==> config.mk <==
export PLATFORM = sky130hd
export DESIGN_NAME = gcm_front
export DESIGN_NICKNAME = d
export VERILOG_FILES = /design/src/gcm_pkg.sv /design/src/gcm_front.sv
export SDC_FILE = /design/constraint.sdc
export NUM_CORES = 1
export LEC_CHECK = 0
export BUFFER_PORTS_ARGS = -buffer_cell sky130_fd_sc_hd__buf_4
export CORE_AREA = 2 2 265 267
export DETAILED_ROUTE_END_ITERATION = 10
export DIE_AREA = 0 0 267 269
export SYNTH_ARGS = -nofsm -noshare
export SYNTH_HDL_FRONTEND = slang
export SYNTH_SLANG_ARGS = --single-unit
==> constraint.sdc <==
create_clock -name clk -period 4.45 [get_ports clk]
set_input_delay 0.89 -clock clk [delete_from_list [all_inputs] [get_ports clk]]
set_output_delay 0.89 -clock clk [all_outputs]
set_load 0.05 [all_outputs]
==> src/gcm_pkg.sv <==
// ----------------------------------------------------------------------------
// gcm_pkg
// Shared constants, codes and control types of the Gaussian cluster
// merge/remove block.
// ----------------------------------------------------------------------------
package gcm_pkg;

  localparam int DEF_COUNT_BITS = 24;
  localparam int DEF_VALUE_BITS = 32;
  localparam int DEF_FRAC_BITS  = 16;

  localparam logic [1:0] ST_OK    = 2'd0;
  localparam logic [1:0] ST_EMPTY = 2'd1;
  localparam logic [1:0] ST_OVER  = 2'd2;

  localparam logic [2:0] OP_HOLD   = 3'd0;
  localparam logic [2:0] OP_LOAD   = 3'd1;
  localparam logic [2:0] OP_CLEAR  = 3'd2;
  localparam logic [2:0] OP_MERGE  = 3'd3;
  localparam logic [2:0] OP_REMOVE = 3'd4;

  localparam logic CMD_MERGE  = 1'b0;
  localparam logic CMD_REMOVE = 1'b1;

  localparam int NUM_VALUES = 9;

  typedef struct packed {
    logic [2:0] op;
    logic [1:0] status;
  } gcm_ctl_t;

  localparam int CTL_BITS = $bits(gcm_ctl_t);

  // covariance entry -> row / column of the mean vector
  function automatic logic [1:0] row_of(input logic [2:0] e);
    logic [1:0] r;
    case (e)
      3'd0, 3'd1, 3'd2: r = 2'd0;
      3'd3, 3'd4:       r = 2'd1;
      default:          r = 2'd2;
    endcase
    return r;
  endfunction

  function automatic logic [1:0] col_of(input logic [2:0] e);
    logic [1:0] c;
    case (e)
      3'd0:       c = 2'd0;
      3'd1, 3'd3: c = 2'd1;
      default:    c = 2'd2;
    endcase
    return c;
  endfunction

endpackage

==> src/gcm_front.sv <==
// ----------------------------------------------------------------------------
// gcm_front
// Accepts input transactions, classifies them against a shadow point count
// and pushes the classified item into the queue.
// ----------------------------------------------------------------------------
module gcm_front import gcm_pkg::*; #(
  parameter int COUNT_BITS = DEF_COUNT_BITS,
  parameter int VALUE_BITS = DEF_VALUE_BITS,
  parameter int QW         = CTL_BITS + 3 * COUNT_BITS + 1 + NUM_VALUES * VALUE_BITS
) (
  input  logic                         clk,
  input  logic                         rst,
  input  logic                         in_valid,
  output logic                         in_ready,
  input  logic                         cmd,
  input  logic [COUNT_BITS-1:0]        count_in,
  input  logic [NUM_VALUES*VALUE_BITS-1:0] values,
  output logic                         push_valid,
  input  logic                         push_ready,
  output logic [QW-1:0]                push_data
);

  logic [COUNT_BITS-1:0] shadow_count;
  logic [COUNT_BITS-1:0] shadow_count_next;
  logic [COUNT_BITS:0]   sum;
  logic [COUNT_BITS:0]   dv;
  gcm_ctl_t              ctl;

  always_comb begin
    sum = {1'b0, shadow_count} + {1'b0, count_in};
    ctl.op = OP_HOLD;
    ctl.status = ST_OK;
    dv = '0;
    shadow_count_next = shadow_count;
    if (cmd == CMD_MERGE) begin
      if (shadow_count == '0 && count_in == '0) begin
        ctl.status = ST_EMPTY;
      end else if (shadow_count == '0) begin
        ctl.op = OP_LOAD;
        shadow_count_next = count_in;
      end else if (count_in != '0) begin
        ctl.op = OP_MERGE;
        dv = sum;
        shadow_count_next = sum[COUNT_BITS] ? '1 : sum[COUNT_BITS-1:0];
      end
    end else begin
      if (count_in > shadow_count) begin
        ctl.status = ST_OVER;
      end else if (count_in == shadow_count) begin
        ctl.op = OP_CLEAR;
        shadow_count_next = '0;
      end else begin
        ctl.op = OP_REMOVE;
        dv = {1'b0, shadow_count - count_in};
        shadow_count_next = shadow_count - count_in;
      end
    end
  end

  assign in_ready   = push_ready;
  assign push_valid = in_valid;
  assign push_data  = {ctl, count_in, dv, shadow_count_next, values};

  always_ff @(posedge clk) begin
    if (rst) begin
      shadow_count <= '0;
    end else if (in_valid && push_ready) begin
      shadow_count <= shadow_count_next;
    end
  end

endmodule

-- Word level (Yosys, flattened, before mapping)
Index checks and enable logic that the tools add are counted.
- register bits after elaboration: 24
- latch bits: 0
- RAM bits: 0
- bits in read-only memories: 0
- memories: 0
- add/subtract/negate cells: 2
- multipliers: 0
- div/mod/pow operators: 0
- $lt $le $gt $ge: 1
- equal/unequal tests: 1
- shift operators: 0
- muxes and demuxes: 21
- bitwise operators: 0
- reductions and logical operators: 5
- operator list (cell ; number):
    2-to-1 mux 24 bit ; 9
    2-to-1 mux 25 bit ; 4
    zero test 24 bit ; 2
    adder 24 x 24 -> 25 bit ; 1
    equality test 24 bit ; 1
    > comparator 24 bit ; 1
    nonzero test 24 bit ; 1
    subtractor 24 bit ; 1
    2-to-1 mux 2 bit ; 4
    2-to-1 mux 3 bit ; 2
    2-to-1 mux 5 bit ; 1
    logical AND 1 bit ; 2
    2-to-1 mux 1 bit ; 1

-- Logic depth before layout (Yosys ltp)
- depth after elaboration: 6
- depth in mapped cells: 14
- depth with buffers taken out: 12

-- Least setup slack after synthesis
No wires, ideal clock.
- path kind: input to output
- start point: in count_in[0]
- end point: out push_data[299]
- data arrival time: 4.479 ns
- slack: -0.919 ns
- cell stages on the path: 10
- cells stage by stage: ha_1 -> inv_1 -> fa_1 -> nor2_1 -> o211ai_1 -> a211oi_2 -> o31ai_2 -> o31a_1 -> and3_1 -> o41ai_1
- cells in the longest elaborated chain, start to end: 6
- elaborated cells between the ends (all ways): 14
- those cells by class: add/sub (2); order compare (1); eq/ne (1); mux (7); reduce/logical (3)
- RTL lines (element ; RTL line ; text):
    from (decl) ; gcm_front.sv:16 ; input logic [COUNT_BITS-1:0] count_in,
    adder 24 x 24 -> 25 bit ; gcm_front.sv:30 ; sum = {1'b0, shadow_count} + {1'b0, count_in};
    2-to-1 mux 24 bit ; gcm_front.sv:44 ; shadow_count_next = sum[COUNT_BITS] ? '1 : sum[COUNT_BITS-1:0];
    2-to-1 mux 24 bit ; gcm_front.sv:41 ; end else if (count_in != '0) begin
    2-to-1 mux 24 bit ; gcm_front.sv:38 ; end else if (shadow_count == '0) begin
    2-to-1 mux 24 bit ; gcm_front.sv:36 ; if (shadow_count == '0 && count_in == '0) begin
    2-to-1 mux 24 bit (*) ; gcm_front.sv:35 ; if (cmd == CMD_MERGE) begin
    to (decl) ; gcm_front.sv:20 ; output logic [QW-1:0] push_data
Mark *: on every way between the ends. The rest lies on a longest branch, timed or not.

-- Worst setup path in the final report
- start point: in count_in[20]
- end point: out push_data[289]
The elaborated chain is that of the path after synthesis.

==> summary.txt <==
Outcome
  – Status: finished with violations
  – Violated checks: setup timing

Pwr
  – Clock power share: 0.117
  – Overall power: 2.561 mW
  – Combinational share of power: 0.778
  – Switching fraction of total power: 0.5102
  – Maximum VDD drop: 0.1515 mV
  – Internal: 1.254 mW
  – Sw power: 1.307 mW
  – Pwr Density: 242.9 nW/um^2
  – Seq pwr share: 0.105
  – Leakage: 4.196 nW

Setup path
  – Critical Path Max Stage Delay: approximately 0.58 ns
  – Buf+Inv Stages, Crit Path: 7
  – Critical path fanouts, max: 5
  – R2R cell count: 15
  – Critical path required time: 3.56 ns
  – R2r setup slk: 0.90 ns
  – Slowest cell on the critical path: or4_4
  – Critical-path cell list: buf_6, inv_4, ha_4, nand4_4, or4_4, or4_4, and2_4, o21ai_4, buf_12, buf_12, buf_12, buf_8, nor2_4, a221o_1, buf_6
  – Startpoint class of the critical path: input pin
  – Crit Path Class: input pin to output port
  – Cell mode on critical path: buf_12
  – Setup crit end kind: output port
  – Crit path DAT: 3.69 ns
  – FF-to-FF Start: shadow_count[17]$_SDFFE_PP0P_
  – Cell family with the largest share of critical-path delay: simple AND/OR/NAND/NOR gates
  – Critical R2R Capture: shadow_count[22]$_SDFFE_PP0P_

Logic synthesis
  – Post-Synthesis Cells: 1,045
  – Ys async rst share: 0
  – Ys flop type: dfxtp_1
  – Synthesized area: 7355 sq um
  – Ys Warns: 0
  – Unique cell type count in the Yosys netlist: 70
  – Net Count, Synth: about 1,400
  – Sequential cell area fraction in the yosys report: 0.06533
  – Yosys reg bits: 24
  – Syn_area_per_cell: 7.038 sq um
  – EDFF count, synth: 0

Global route
  – Largest net degree at the start of global routing: 37
  – Tot GR Track Use: 0.1112
  – Grt total ovfl: 0
  – Wire length of the first global-routing pass: between 50 and 60 mm
  – Initial antenna violation count: 1
  – Vias in the first global route: 7,540

Clock tree
  – CTS tree: done
  – Root Buffer: clkbuf_16
  – Hold buffer count at cts: 0
  – Clock transition at path regs: 0.09 ns
  – Num CTS Buffers: 3
  – Sink Count: 24
  – Max clock buf depth: 2
  – CTS HTree Levels: 1
  – Clk_lat worst skew: 0.29 ns

Timing
  – Hold_ws: 0.6020 ns
  – Worst Tran Pin Value: 0.8855 ns
  – Rel. slew slack: 0.4082
  – Layout Skew: about 0.0078 ns
  – Setup ws final: -0.1310 ns
  – Post-layout min period: about 4.6 ns
  – Setup TNS: -1.108 ns
  – Final Max Slew Viols: 0
  – RSZ-0062 raised after global routing: yes
  – Tcrit/Tclk final: 1.029
  – FMAX: 0.2183 GHz
  – Final setup violation count: 23
  – Final hold vios: 0

Drt
  – Initial DRT Pass Iterations: 5
  – Via density: a little under 4
  – Wire per inst: 21.23 um
  – Residual DRC: 0
  – Antenna Nets Post-Route: 0
  – Detailed Route WL: 42.45 mm
  – Via Count: between 7,000 and 8,000
  – DR iter-0 viols: 539

Min path
  – Min-delay worst type: flop to flop
  – Worst hold stages: 2
  – Critical hold path startpoint: shadow_count[23]$_SDFFE_PP0P_
  – Hold path endpoint: shadow_count[23]$_SDFFE_PP0P_

Finish
  – Post-route cell area: 10,540 sq um
  – Antenna diodes: 0
  – Layout net count: 1,428
  – Layout Utilization: 0.1521
  – Layout fillers: slightly below 8,000
  – Layout area overhead: 43.33%
  – Layout cells sized above 1: 0.5292
  – Non-Filler Instances: 2,000
  – Top reg by flops: shadow_count
  – Largest registers: shadow_count (24)
  – Max reg flops: 24

Floorplan
  – Die Area: a little over 70,000 sq um
  – Die width: between 200 and 300 um
  – Core Rows: 97
  – Core Area: between 60,000 and 70,000 sq um
  – Die height: 269 um
  – I/O pin count: around 690
  – Starting density of the core: 0.1061

Place
  – Pre-CTS WS: -0.3581 ns
  – Port bufs: 108
  – Area after DPL: 8692 sq um
  – GP Congestion: about 0.9
  – Hpwl dp: 33.82 mm
  – DP Cell Count: 1,948

Job
  – Maxcap violations: 0
-- layer usage --
metal / GRT usage / share of wire
met4: 0.05497 / 0.056
met2: 0.1646 / 0.42
met3: 0.05507 / 0.13
met1: 0.1319 / 0.39
met5: 0.009459 / 0.0024
-- cells in the mapped netlist, types with 14 or more instances --
cell / instances / area share
nor2_1: 82 / 0.042
o21ai_0: 40 / 0.027
inv_1: 54 / 0.028
dfxtp_1: 24 / 0.065
nand2_1: 58 / 0.030
a21oi_1: 64 / 0.044
xnor2_1: 34 / 0.040
nor4_1: 20 / 0.017
ha_1: 48 / 0.082
buf_2: 14 / 0.0095
clkbuf_1: 29 / 0.015
buf_4: 318 / 0.32
-- worst max path at each step --
stage,from,to,cells after the start
floorplan,count_in[0],push_data[299],10
CTS,count_in[17],push_data[291],13
global placement,count_in[13],push_data[309],13
finish,count_in[20],push_data[289],15
detailed placement,count_in[13],push_data[309],13
global route,count_in[17],push_data[306],15
-- power by group through the flow --
| stage | logic, mW | registers (mW) | clock network (mW) |
|---|---|---|---|
| 5_1_grt | 2.12 | 0.270 | 0.312 |
| 6_report | 1.99 | 0.268 | 0.300 |
| 4_1_cts | 1.89 | 0.265 | 0.310 |
| 3_5_place_dp | 1.65 | 0.266 | 0 |
| 2_1_floorplan | 1.68 | 0.255 | 0 |
| 3_3_place_gp | 1.65 | 0.265 | 0 |
-- tightest hold or removal path, stage by stage (launching register included) --
cell	delay (ns)
dfxtp_1	0.39
nor2_1	0.12
a211oi_1	0.05
-- cell usage in the layout (no fill, tap or decap), drive strengths merged, types with 13 or more instances in the layout --
cell    count
nor4       20
a221oi     13
buf       373
dfxtp      24
a311oi     13
a21oi      64
o21ai      41
nor2       82
inv        55
ha         48
nor3       13
xnor2      34
nand2      58
o21bai     13
-- area by class of cell --
| type | count | area (sq um) | share of cell area |
|---|---|---|---|
| Clock buffer | 3 | 75.07 | 0.007122 |
| Clock inverter | 1 | 30.03 | 0.002849 |
| Tap cell | 940 | 1176 | 0.1116 |
| Multi-Input combinational cell | 603 | 5240 | 0.4971 |
| Inverter | 56 | 229.0 | 0.02172 |
| Sequential cell | 24 | 480.5 | 0.04558 |
| Timing Repair Buffer | 373 | 3311 | 0.3141 |
-- repair_timing --
action                                  CTS  global route
buffers inserted                         33            18
cloned                                    1             0
pin swaps                                41            32
gates resized for setup                 190            93
endpoints found under the setup margin   46            48
-- cells by family after synthesis --
kind of cell    Yosys count  share of synthesized area
compound gates          282                     0.2731
xor+xnor                 34                    0.04049
fa+ha+maj                50                    0.08711
buf+inv                 418                     0.3794
flops                    24                    0.06533
mux                       2                   0.002722
simple gates            235                     0.1519
Note: power is estimated with default switching activity, not from simulation.
