[config.mk]
export PLATFORM = sky130hd
export DESIGN_NAME = gcm_queue
export DESIGN_NICKNAME = d
export VERILOG_FILES = /design/src/gcm_queue.sv
export SDC_FILE = /design/constraint.sdc
export NUM_CORES = 1
export LEC_CHECK = 0
export ABC_CLOCK_PERIOD_IN_PS = 1770
export BUFFER_PORTS_ARGS = -buffer_cell sky130_fd_sc_hd__buf_2
export CORE_UTILIZATION = 32
export CTS_CLUSTER_DIAMETER = 60
export DETAILED_ROUTE_END_ITERATION = 12
export GPL_ROUTABILITY_DRIVEN = 1
export GPL_TIMING_DRIVEN = 0
export SETUP_SLACK_MARGIN = 0.4
export SLEW_MARGIN = 0
export SYNTH_ARGS = -nofsm -noshare
export SYNTH_HDL_FRONTEND = slang
export SYNTH_SLANG_ARGS = --single-unit
[constraint.sdc]
create_clock -name clk -period 1.77 [get_ports clk]
set_input_delay 0.2655 -clock clk [delete_from_list [all_inputs] [get_ports clk]]
set_output_delay 0.2655 -clock clk [all_outputs]
set_load 0.005 [all_outputs]
[src/gcm_queue.sv]
// ----------------------------------------------------------------------------
// gcm_queue
// Two-entry queue between the classifier and the execution engine.
// ----------------------------------------------------------------------------
module gcm_queue #(
  parameter int W = 8
) (
  input  logic         clk,
  input  logic         rst,
  input  logic         push_valid,
  output logic         push_ready,
  input  logic [W-1:0] push_data,
  output logic         pop_valid,
  input  logic         pop_ready,
  output logic [W-1:0] pop_data
);

  logic [W-1:0] mem [2];
  logic         wp;
  logic         rp;
  logic [1:0]   fill;
  logic         do_push;
  logic         do_pop;

  assign push_ready = (fill != 2'd2);
  assign pop_valid  = (fill != 2'd0);
  assign pop_data   = mem[rp];
  assign do_push    = push_valid && push_ready;
  assign do_pop     = pop_valid && pop_ready;

  always_ff @(posedge clk) begin
    if (do_push) begin
      mem[wp] <= push_data;
    end
  end

  always_ff @(posedge clk) begin
    if (rst) begin
      wp   <= 1'b0;
      rp   <= 1'b0;
      fill <= 2'd0;
    end else begin
      if (do_push) wp <= ~wp;
      if (do_pop)  rp <= ~rp;
      if (do_push && !do_pop)      fill <= fill + 2'd1;
      else if (!do_push && do_pop) fill <= fill - 2'd1;
    end
  end

endmodule

* After elaboration in Yosys (flattened, before gate mapping)
Memory sizes are Yosys's and may differ from the RTL's. A register that Yosys moved wholly into a read port is not among the register bits. Index checks and enable logic that the tools add are counted. W data, S select, Z words.
Operators by class: bitwise gates (word level) 2, mux-type cells 6, reductions and logical operators 8, add/subtract/negate cells 2, eq/ne operators 1
Operators by type and width (count):
- $logic_and A1 B1 Y1 | 4
- $mux W1 | 4
- $mux W2 | 2
- $reduce_bool A2 Y1 | 2
- $add A2 B1 Y2 const B | 1
- $logic_not A1 Y1 | 2
- $ne A2 B2 Y1 const B | 1
- $not A1 Y1 | 2
- $sub A2 B1 Y2 const B | 1
Storage, ports and cells: word-level logic and storage cells 23, flip-flop bits (word level) 4, memories 1, output and inout port bits 10, memory bits (writable) 16, bits of input ports 12
Memory list:
- mem | words 2, bits a word 8, rd ports 1, clocked after Yosys merged registers in 1, write ports 1, RTL line 18 | logic [W-1:0] mem [2];

* Longest topological paths before layout
Gate-level depths: netlist (run 1).
word-level depth 6, depth in mapped cells 6, mapped depth without buffers 6

* Worst setup path after synthesis (run 1)
No wires, ideal clock.
kind register to register, start register fill[0], end register fill[1], slack 0.230 ns, clock period less this slack 1.540 ns, buffers on the path 0, setup time 0.070 ns, required time 1.700 ns, data arrival time 1.470 ns, stages on the path, launching flop included 6, cell sequence dfxtp_1 -> nand2b_1 -> and2_1 -> ha_1 -> or3_1 -> a21oi_1
On the way: cells in the longest elaborated chain, start to end 5, elaborated cells on any way between the ends 13, classes of those cells 2 x add/sub; 1 x eq/ne; 2 x mux; 8 x reduce/logical
RTL lines:
- from (decl) | RTL line 21 | logic [1:0] fill;
- from (signal assigned) | RTL line 45 | if (do_push && !do_pop) fill <= fill + 2'd1;
- from (signal assigned) | RTL line 46 | else if (!do_push && do_pop) fill <= fill - 2'd1;
- $ne A2 B2 Y1 * | RTL line 25 | assign push_ready = (fill != 2'd2);
- via push_ready | RTL line 11 | output logic push_ready,
- $logic_and A1 B1 Y1 * | RTL line 28 | assign do_push = push_valid && push_ready;
- via do_push | RTL line 22 | logic do_push;
- $logic_not A1 Y1 | RTL line 46
- $logic_and A1 B1 Y1 | RTL line 46
- $reduce_bool A2 Y1 (no source line)
The timed path passes the listed nets; every way through them passes the cells marked *. The select of a mux whose other input is x is not followed. A chain may end at the register's enable or synchronous reset.

==> impl_results.md, run 1 <==
- Clk_lat worst skew: 290 ps
- Clock Sinks: 21
- Mapped Cells: 49
- Post-Syn Area per Cell: 16.3 sq um
- Final non-filler cell total: 103
- CTS Root Cell: clkbuf_4
- Flops & latches, synth: 21
- HP Class: input pin to flop
- Peak VDD IR: 0.672 mV
- Max-Cap Viols: 0
- CP endpoint kind: output pin
- Setup Viol. Count Final: 0
- Synth top area share: 60.2%
- Tcrit/Tclk final: 82.9%
- Largest net degree at the start of global routing: 12
- Worst Clk Skew: 2.90 ps
- Final WL: 1.32 mm
- Crit path kind: flop to output pin
- RSZ-0062 raised after global routing: true
- Ports: 22
- Worst Setup Start Kind: flop
- Final hold vios: 0
- Core Rows: 17
- Longest Clk Path Bufs: 2
- CTS H-tree lvls: 1
- Vias in the first global route: 458
- Initial DRC Count: 9
- Status: finished, final reports clean
- HPWL after DPL: 908 um
- Synth Net Count: 62
- GP Congestion: 0.611
- Post-synth cell types: 17
- Core Area: 2280 sq um
- Clock-pin slew on the worst setup and hold paths: 110 ps
- Leakage: 0.444 nW
- Routed len/inst: 12.8 um
- First-pass GRT wire length: 2.00 mm
- Filler cell count: 210
- Synth top area cells: edfxtp_1, dfxtp_1, mux2_2
- Fin crit period: 1470 ps
- Register area share after synthesis: 72.7%
- Netlist Area Pre-Place: 798 sq um
- Final ANT Viol Nets: 0
- Die Wd: 51.9 um
- Max FO, Critical Path: 8
- CTS tree: built
- Vias per cell: 4.55
- CP max-delay cell: dfxtp_2
- CTS buffer count: 3
- Count of port buffers added during placement: 21
- Starting Density: 35.1%
- Arr. time, crit path: 1200 ps
- Yosys warns: 0
- Share of post-route cells with drive strength above 1: 57.3%
- Vias: 469
- Total Power: 1.49 mW
- Required time worst endpoint: 1500 ps
- Initial antenna violation count: 0
- Height of the die: 51.9 um
- Grt total ovfl: 0
- Leading area contributor after synthesis: edfxtp_1
- Relative slew slack: 75.3%
- All-Layer GR Usage: 10.7%
- Pwr dens: 1350 nW/um^2
- Initial DRT Pass Iterations: 4
- Hold-fix buffers, CTS: 0
- Area growth syn-to-layout: 37.8%
- Setup TNS Final: 0 ps
- Crit-path cells: buf_8, mux2_4, buf_6
- Die ar.: 2700 sq um
- CP max stage delay: 350 ps
- Dpl cells: 98
- Slew Limit Fails: 0
- Max Clk Rate: 681 MHz
- Min Hold Slack: 155 ps
- DRC: 0
- Tightest Pin Transition: 371 ps
- Final #Nets: 89
- Antenna cell count: 0
## routing by layer
metal | up-vias | part of all wire, % | global-route usage [%]
li1 | 234 | - | -
met1 | 219 | 47 | 13.3
met2 | 14 | 46 | 15.6
met3 | 2 | 6.5 | 3.51
met4 | 0 | 0.99 | 6.76
met5 | - | 0 | 0
## synth_stat cells
cell	n
xor2_1	3
and3_1	1
o21ai_0	2
a21bo_2	1
buf_2	1
nand3b_1	1
or2_2	1
and2_1	1
dfxtp_1	5
mux2_2	8
a21oi_1	2
ha_1	1
inv_1	1
nor2_1	3
or3_1	1
nand2b_1	1
edfxtp_1	16
## layout by cell type (no fill, tap or decap), types with 2 or more instances in the layout
| cell type | synthesis | layout |
|---|---|---|
| clkbuf_4 | 0 | 3 |
| a21oi_1 | 2 | 2 |
| buf_6 | 0 | 8 |
| dfxtp_1 | 5 | 2 |
| dfxtp_4 | 0 | 2 |
| nor2_1 | 3 | 3 |
| xor2_1 | 3 | 3 |
| edfxtp_1 | 16 | 16 |
| buf_2 | 1 | 13 |
| mux2_4 | 0 | 8 |
## critical path: cells and delay by family, from the launching register on
kind	cells	cell delay [ps]
buf+inv	2	260
flops	1	350
mux	1	310
## flip-flops by register name, summed over array words and instances (netlist names), named ones only
register	flops
wp	1
fill	2
mem	16
rp	1
## area by class of cell
type                       instances  area [sq um]  share of cell area (%)
tap                               28          35.0                    3.19
sequential                        21           589                    53.6
buffer                             1          15.0                    1.37
inverter                           1          3.75                   0.341
multi-input combinational         26           268                    24.3
clock buffer                       4          26.3                    2.39
timing repair buffer              22           163                    14.8
## power breakdown
group / internal [mW] / total (mW) / switching (mW)
Combinational: 0.363 / 0.577 / 0.214
Clock: 0.0875 / 0.219 / 0.132
Sequential: 0.639 / 0.692 / 0.0534
## cell families (layout without fill, tap and decap cells)
kind of cell	Yosys count	after routing	synth area share, %
multiplexers	8	8	11.3
AND/OR/NAND/NOR	9	9	6.27
adder cells (fa/ha/maj)	1	1	1.57
XOR/XNOR	3	3	3.29
AO/OA/AOI/OAI	5	5	3.76
buffers and inverters	2	28	1.10
flip-flops	21	21	72.7
## worst paths after layout
kind / depth (start not counted) / slack [ps] / end / start
hold / removal: 1 / 150 / mem[1][6] / push_data[6]
setup / recovery: 3 / 300 / pop_data[6] / flop
setup reg to reg: 6 / 320 / fill[1] / fill[0]
hold reg to reg: 2 / 520 / flop / rp
## through the flow
| stage | setup slack (ps) | utilization [%] | instance area, sq um |
|---|---|---|---|
| 5_1_grt | 256 | 48.3 | 1100 |
| 3_3_place_gp | 348 | 42.4 | 966 |
| 4_1_cts | 281 | 47.4 | 1080 |
| 6_report | 303 | 48.3 | 1100 |
| 2_1_floorplan | 402 | - | 826 |
| 3_5_place_dp | 336 | 42.4 | 966 |
## timing repair
action                                  4_1_cts  5_1_grt
gates cloned                                  0        0
endpoints found under the setup margin       10       10
gates resized for setup                      20        4
pin swaps                                     0        0
buffers inserted                              0        1
Note: power is estimated with default switching activity, not from simulation.
==> run 2: changes to the inputs <==
- ABC_CLOCK_PERIOD_IN_PS: 1770 -> 1300
- clock period: 1.77 -> 1.3 ns (I/O delays scaled with it)
==> impl_results.md, run 2 (synthesis gave the netlist of run 1 again) <==
- Status: complete, but fails checks
- Violated checks: negative setup slack
- Crit-path cells: nand2b_4, and2_4, ha_4, xor2_1, or3_1, a21oi_1
- CP max stage delay: 370 ps
- Max-Cap Viols: 0
- Clock-pin slew on the worst setup and hold paths: 120 ps
- Fin crit period: 1440 ps
- Tightest Pin Transition: 213 ps
- Vias in the first global route: 400
- R2R Setup Slk: -140 ps
- Count of port buffers added during placement: 21
- Hold path depth: 1
- Hold path endpoint: mem[1][4]
- Final core occ: 50.0%
- Fin area: 1140 sq um
- CTS Root Cell: clkbuf_4
- Total Power: 2.10 mW
- Clock Sinks: 21
- RSZ-0062 raised after global routing: true
- Most frequent cells in the layout: edfxtp_1, buf_2, buf_6
- Final ANT Viol Nets: 0
- Tcrit/Tclk final: 111%
- Ports: 22
- Biggest regs: mem x16, fill x2
- Arr. time, crit path: 1680 ps
- Hold-fix buffers, CTS: 0
- Crit Reg-Reg Startpoint: fill[0]
- Height of the die: 51.9 um
- Max Clk Rate: 692 MHz
- Pwr dens: 1840 nW/um^2
- Initial DRC Count: 3
- Share of post-route cells with drive strength above 1: 64.1%
- CTS buffer count: 3
- Leakage: 0.463 nW
- Area growth syn-to-layout: 42.6%
- Crit-path leading delay family: simple AND/OR/NAND/NOR gates
- CTS H-tree lvls: 1
- CP max-delay cell: dfxtp_4
- Setup TNS Final: -1060 ps
- Largest register FFs: 16
- Setup Viol. Count Final: 10
- All-Layer GR Usage: 9.54%
- Max FO, Critical Path: 4
- Initial antenna violation count: 0
- HPWL after DPL: 824 um
- Peak VDD IR: 1.02 mV
- Grt total ovfl: 0
- Final #Nets: 92
- Core Rows: 17
- Worst Clk Skew: 8.88 ps
- Vias: 481
- Hold_sp: push_data[4]
- CTS tree: built
- Final WL: 1.24 mm
- Critical path buffer and inverter count: 0
- Clk_lat worst skew: 300 ps
- Worst Setup Start Kind: flop
- Initial DRT Pass Iterations: 4
- First-pass GRT wire length: 1.77 mm
- Crit path kind: flop to flop
- DRC: 0
- Final hold vios: 0
- Filler cell count: 193
- Slew Limit Fails: 0
- Placed inst area: 1000 sq um
- Core Area: 2280 sq um
- GP Congestion: 0.600
- Setup WS post-layout: -144 ps
- Required time worst endpoint: 1530 ps
- Relative slew slack: 85.8%
- Routed len/inst: 11.7 um
- Vias per cell: 4.54
- Commonest non-fill, non-tap cell in the layout: edfxtp_1
- Min Hold Slack: 80.5 ps
- Die ar.: 2700 sq um
- Antenna cell count: 0
- Largest net degree at the start of global routing: 13
- FF-to-FF End: fill[1]
- Starting Density: 35.1%
- Biggest register: mem
- R2R depth: 6
- HP Class: input pin to flop
- Die Wd: 51.9 um
- Longest Clk Path Bufs: 2
- CP endpoint kind: flop
[run 2: power breakdown]
group          internal, mW  switching, mW  leakage [nW]  total (mW)
clock                 0.114          0.193        0.0177       0.307
combinational         0.542          0.315         0.253       0.857
sequential            0.869         0.0625         0.192       0.931
[run 2: worst max path at each step]
| stage | startpoint | to | slack, ps | cells past startpoint |
|---|---|---|---|---|
| after global routing | fill[0] | fill[1] | -200 | 6 |
| after CTS | fill[0] | fill[1] | -140 | 6 |
| after floorplan | fill[0] | fill[1] | -70 | 6 |
| after detailed placement | fill[1] | fill[1] | -130 | 6 |
| final | fill[0] | fill[1] | -140 | 6 |
| after global placement | fill[1] | fill[1] | -110 | 6 |
[run 2: final cells by class]
cell class | instances | area, sq um | share of cell area [%]
Sequential cell | 21 | 589 | 51.8
Multi-Input combinational cell | 26 | 270 | 23.7
Timing Repair Buffer | 25 | 195 | 17.1
Tap cell | 28 | 35.0 | 3.08
Clock buffer | 3 | 22.5 | 1.98
Buffer | 1 | 15.0 | 1.32
Inverter | 1 | 6.26 | 0.549
Clock inverter | 1 | 5.00 | 0.440
[run 2: per-stage QoR]
| step | worst slack, ps | cells |
|---|---|---|
| after detailed placement | -126 | 98 |
| after global routing | -205 | 106 |
| after CTS | -140 | 105 |
| after floorplan | -66.2 | 49 |
| after global placement | -109 | 98 |
| final | -144 | 106 |
[run 2: layer usage]
layer  GRT usage (%)  up-vias  share of wire [%]
li1                -      237                  -
met1            11.5      228                 44
met2            15.2       14                 49
met3            2.63        2                5.3
met4            5.41        0               0.73
met5               0        -                  0
[run 2: worst reg2reg max path, stage by stage, from the launching register on]
cell,delay (ps)
dfxtp_4,370
nand2b_4,130
and2_4,140
ha_4,150
xor2_1,140
or3_1,310
a21oi_1,140
[run 2: what timing repair did]
item	4_1_cts	5_1_grt
resized for setup	7	9
setup endpoints to repair	31	31
pin swaps	1	0
setup buffers	3	1
==> run 3: changes to the inputs <==
- CORE_UTILIZATION: 32 -> 44
- HOLD_SLACK_MARGIN: default -> 0.05
- PLACE_DENSITY: default -> 0.72
- SKIP_LAST_GASP: default -> 1
==> impl_results.md, run 3 (synthesis gave the netlist of run 1 again) <==
- Violated checks: negative setup slack
- Core Area: 1710 sq um
- Initial DRT Pass Iterations: 4
- Setup Viol. Count Final: 9
- Relative slew slack: 85.7%
- CTS buffer count: 3
- Antenna cell count: 0
- Leakage: 0.450 nW
- Setup TNS Final: -973 ps
- Slew Limit Fails: 0
- Area growth syn-to-layout: 40.3%
- Max FO, Critical Path: 4
- Arr. time, crit path: 1670 ps
- Required time worst endpoint: 1530 ps
- Vias: 485
- Initial DRC Count: 4
- Worst Setup Start Kind: flop
- Vias per cell: 4.75
- Fin area: 1120 sq um
- Final WL: 1.23 mm
- DRC: 0
- Share of post-route cells with drive strength above 1: 63.6%
- Setup WS post-layout: -139 ps
- Commonest non-fill, non-tap cell in the layout: edfxtp_1
- Routed len/inst: 12.1 um
- Longest Clk Path Bufs: 2
- Clock Sinks: 21
- Vias in the first global route: 465
- Status: complete, but fails checks
- CTS H-tree lvls: 1
- Final core occ: 65.6%
- Max-Cap Viols: 0
- Clk_lat worst skew: 290 ps
- Placed inst area: 1000 sq um
- Die Wd: 44.6 um
- HP Class: input pin to flop
- Tightest Pin Transition: 215 ps
- Max Clk Rate: 695 MHz
- Tcrit/Tclk final: 111%
- Biggest register: mem
- Largest net degree at the start of global routing: 14
- Initial antenna violation count: 0
- Worst Clk Skew: 2.83 ps
- Grt total ovfl: 0
- Biggest regs: mem x16, fill x2
- Peak VDD IR: 1.16 mV
- Final hold vios: 0
- Crit path kind: flop to flop
- Hold-fix buffers, CTS: 0
- CTS tree: built
- Most frequent cells in the layout: edfxtp_1, buf_2, mux2_4, buf_6
- Fin crit period: 1440 ps
- Core Rows: 15
- CP endpoint kind: flop
- Clock-pin slew on the worst setup and hold paths: 120 ps
- CTS Root Cell: clkbuf_4
- Ports: 22
- RSZ-0062 raised after global routing: true
- First-pass GRT wire length: 1.79 mm
- Pwr dens: 1840 nW/um^2
- Dpl cells: 95
- Largest register FFs: 16
- GP Congestion: 0.583
- All-Layer GR Usage: 13.0%
- Starting Density: 46.7%
- Final ANT Viol Nets: 0
- Die ar.: 1990 sq um
- Height of the die: 44.6 um
- Count of port buffers added during placement: 21
- Final non-filler cell total: 102
- Final #Nets: 91
[run 3: cell count changes in the layout (fill, tap and decap cells not counted)]
cell	previous run	this run
clkinv_2	1	0
clkinvlp_4	0	1
buf_2	12	13
buf_6	10	8
[run 3: cell type report]
class | instances | area (sq um)
Tap cell | 25 | 31.3
Sequential cell | 21 | 589
Clock inverter | 1 | 7.51
Timing Repair Buffer | 24 | 178
Multi-Input combinational cell | 26 | 270
Buffer | 1 | 15.0
Clock buffer | 3 | 22.5
Inverter | 1 | 6.26
Fill cell | 138 | 588
[run 3: through the flow]
step | hold slack [ps] | worst slack (ps) | power [mW]
after floorplan | 260 | -66.2 | 1.40
after global placement | 383 | -106 | 1.57
after detailed placement | 389 | -137 | 1.58
after CTS | 70.4 | -142 | 2.02
after global routing | 65.0 | -193 | 2.17
final | 79.0 | -139 | 2.06
[run 3: worst paths after layout]
| check | slack (ps) | start | cells past startpoint | end |
|---|---|---|---|---|
| max | -140 | fill[0] | 6 | fill[1] |
| min | 80 | push_data[7] | 1 | mem[0][7] |
| min reg2reg | 520 | rp | 2 | rp |
| max reg2reg | -140 | fill[0] | 6 | fill[1] |
[run 3: report_power, final]
group / leakage (nW) / total (mW) / switching [mW] / internal, mW
combinational: 0.244 / 0.816 / 0.307 / 0.509
sequential: 0.192 / 0.933 / 0.0642 / 0.869
clock: 0.0139 / 0.308 / 0.191 / 0.117
[run 3: critical path, cell delays in order (launching register included)]
cell and delay, ps:
dfxtp_4 370, nand2b_4 130, and2_4 140, ha_4 150, xor2_1 140, or3_1 310, a21oi_1 130
[run 3: what timing repair did]
item / in CTS / in global routing
resized for setup: 10 / 4
buffers inserted: 3 / 0
pin swaps: 1 / 1
setup endpoints to repair: 31 / 31
[run 3: per-layer routing]
layer	vias to the layer above	track usage, %	share of wire [%]
met5	-	0	0
met4	0	7.27	0.98
li1	234	-	-
met2	17	24.4	55
met3	2	2.86	4.9
met1	232	13.0	39
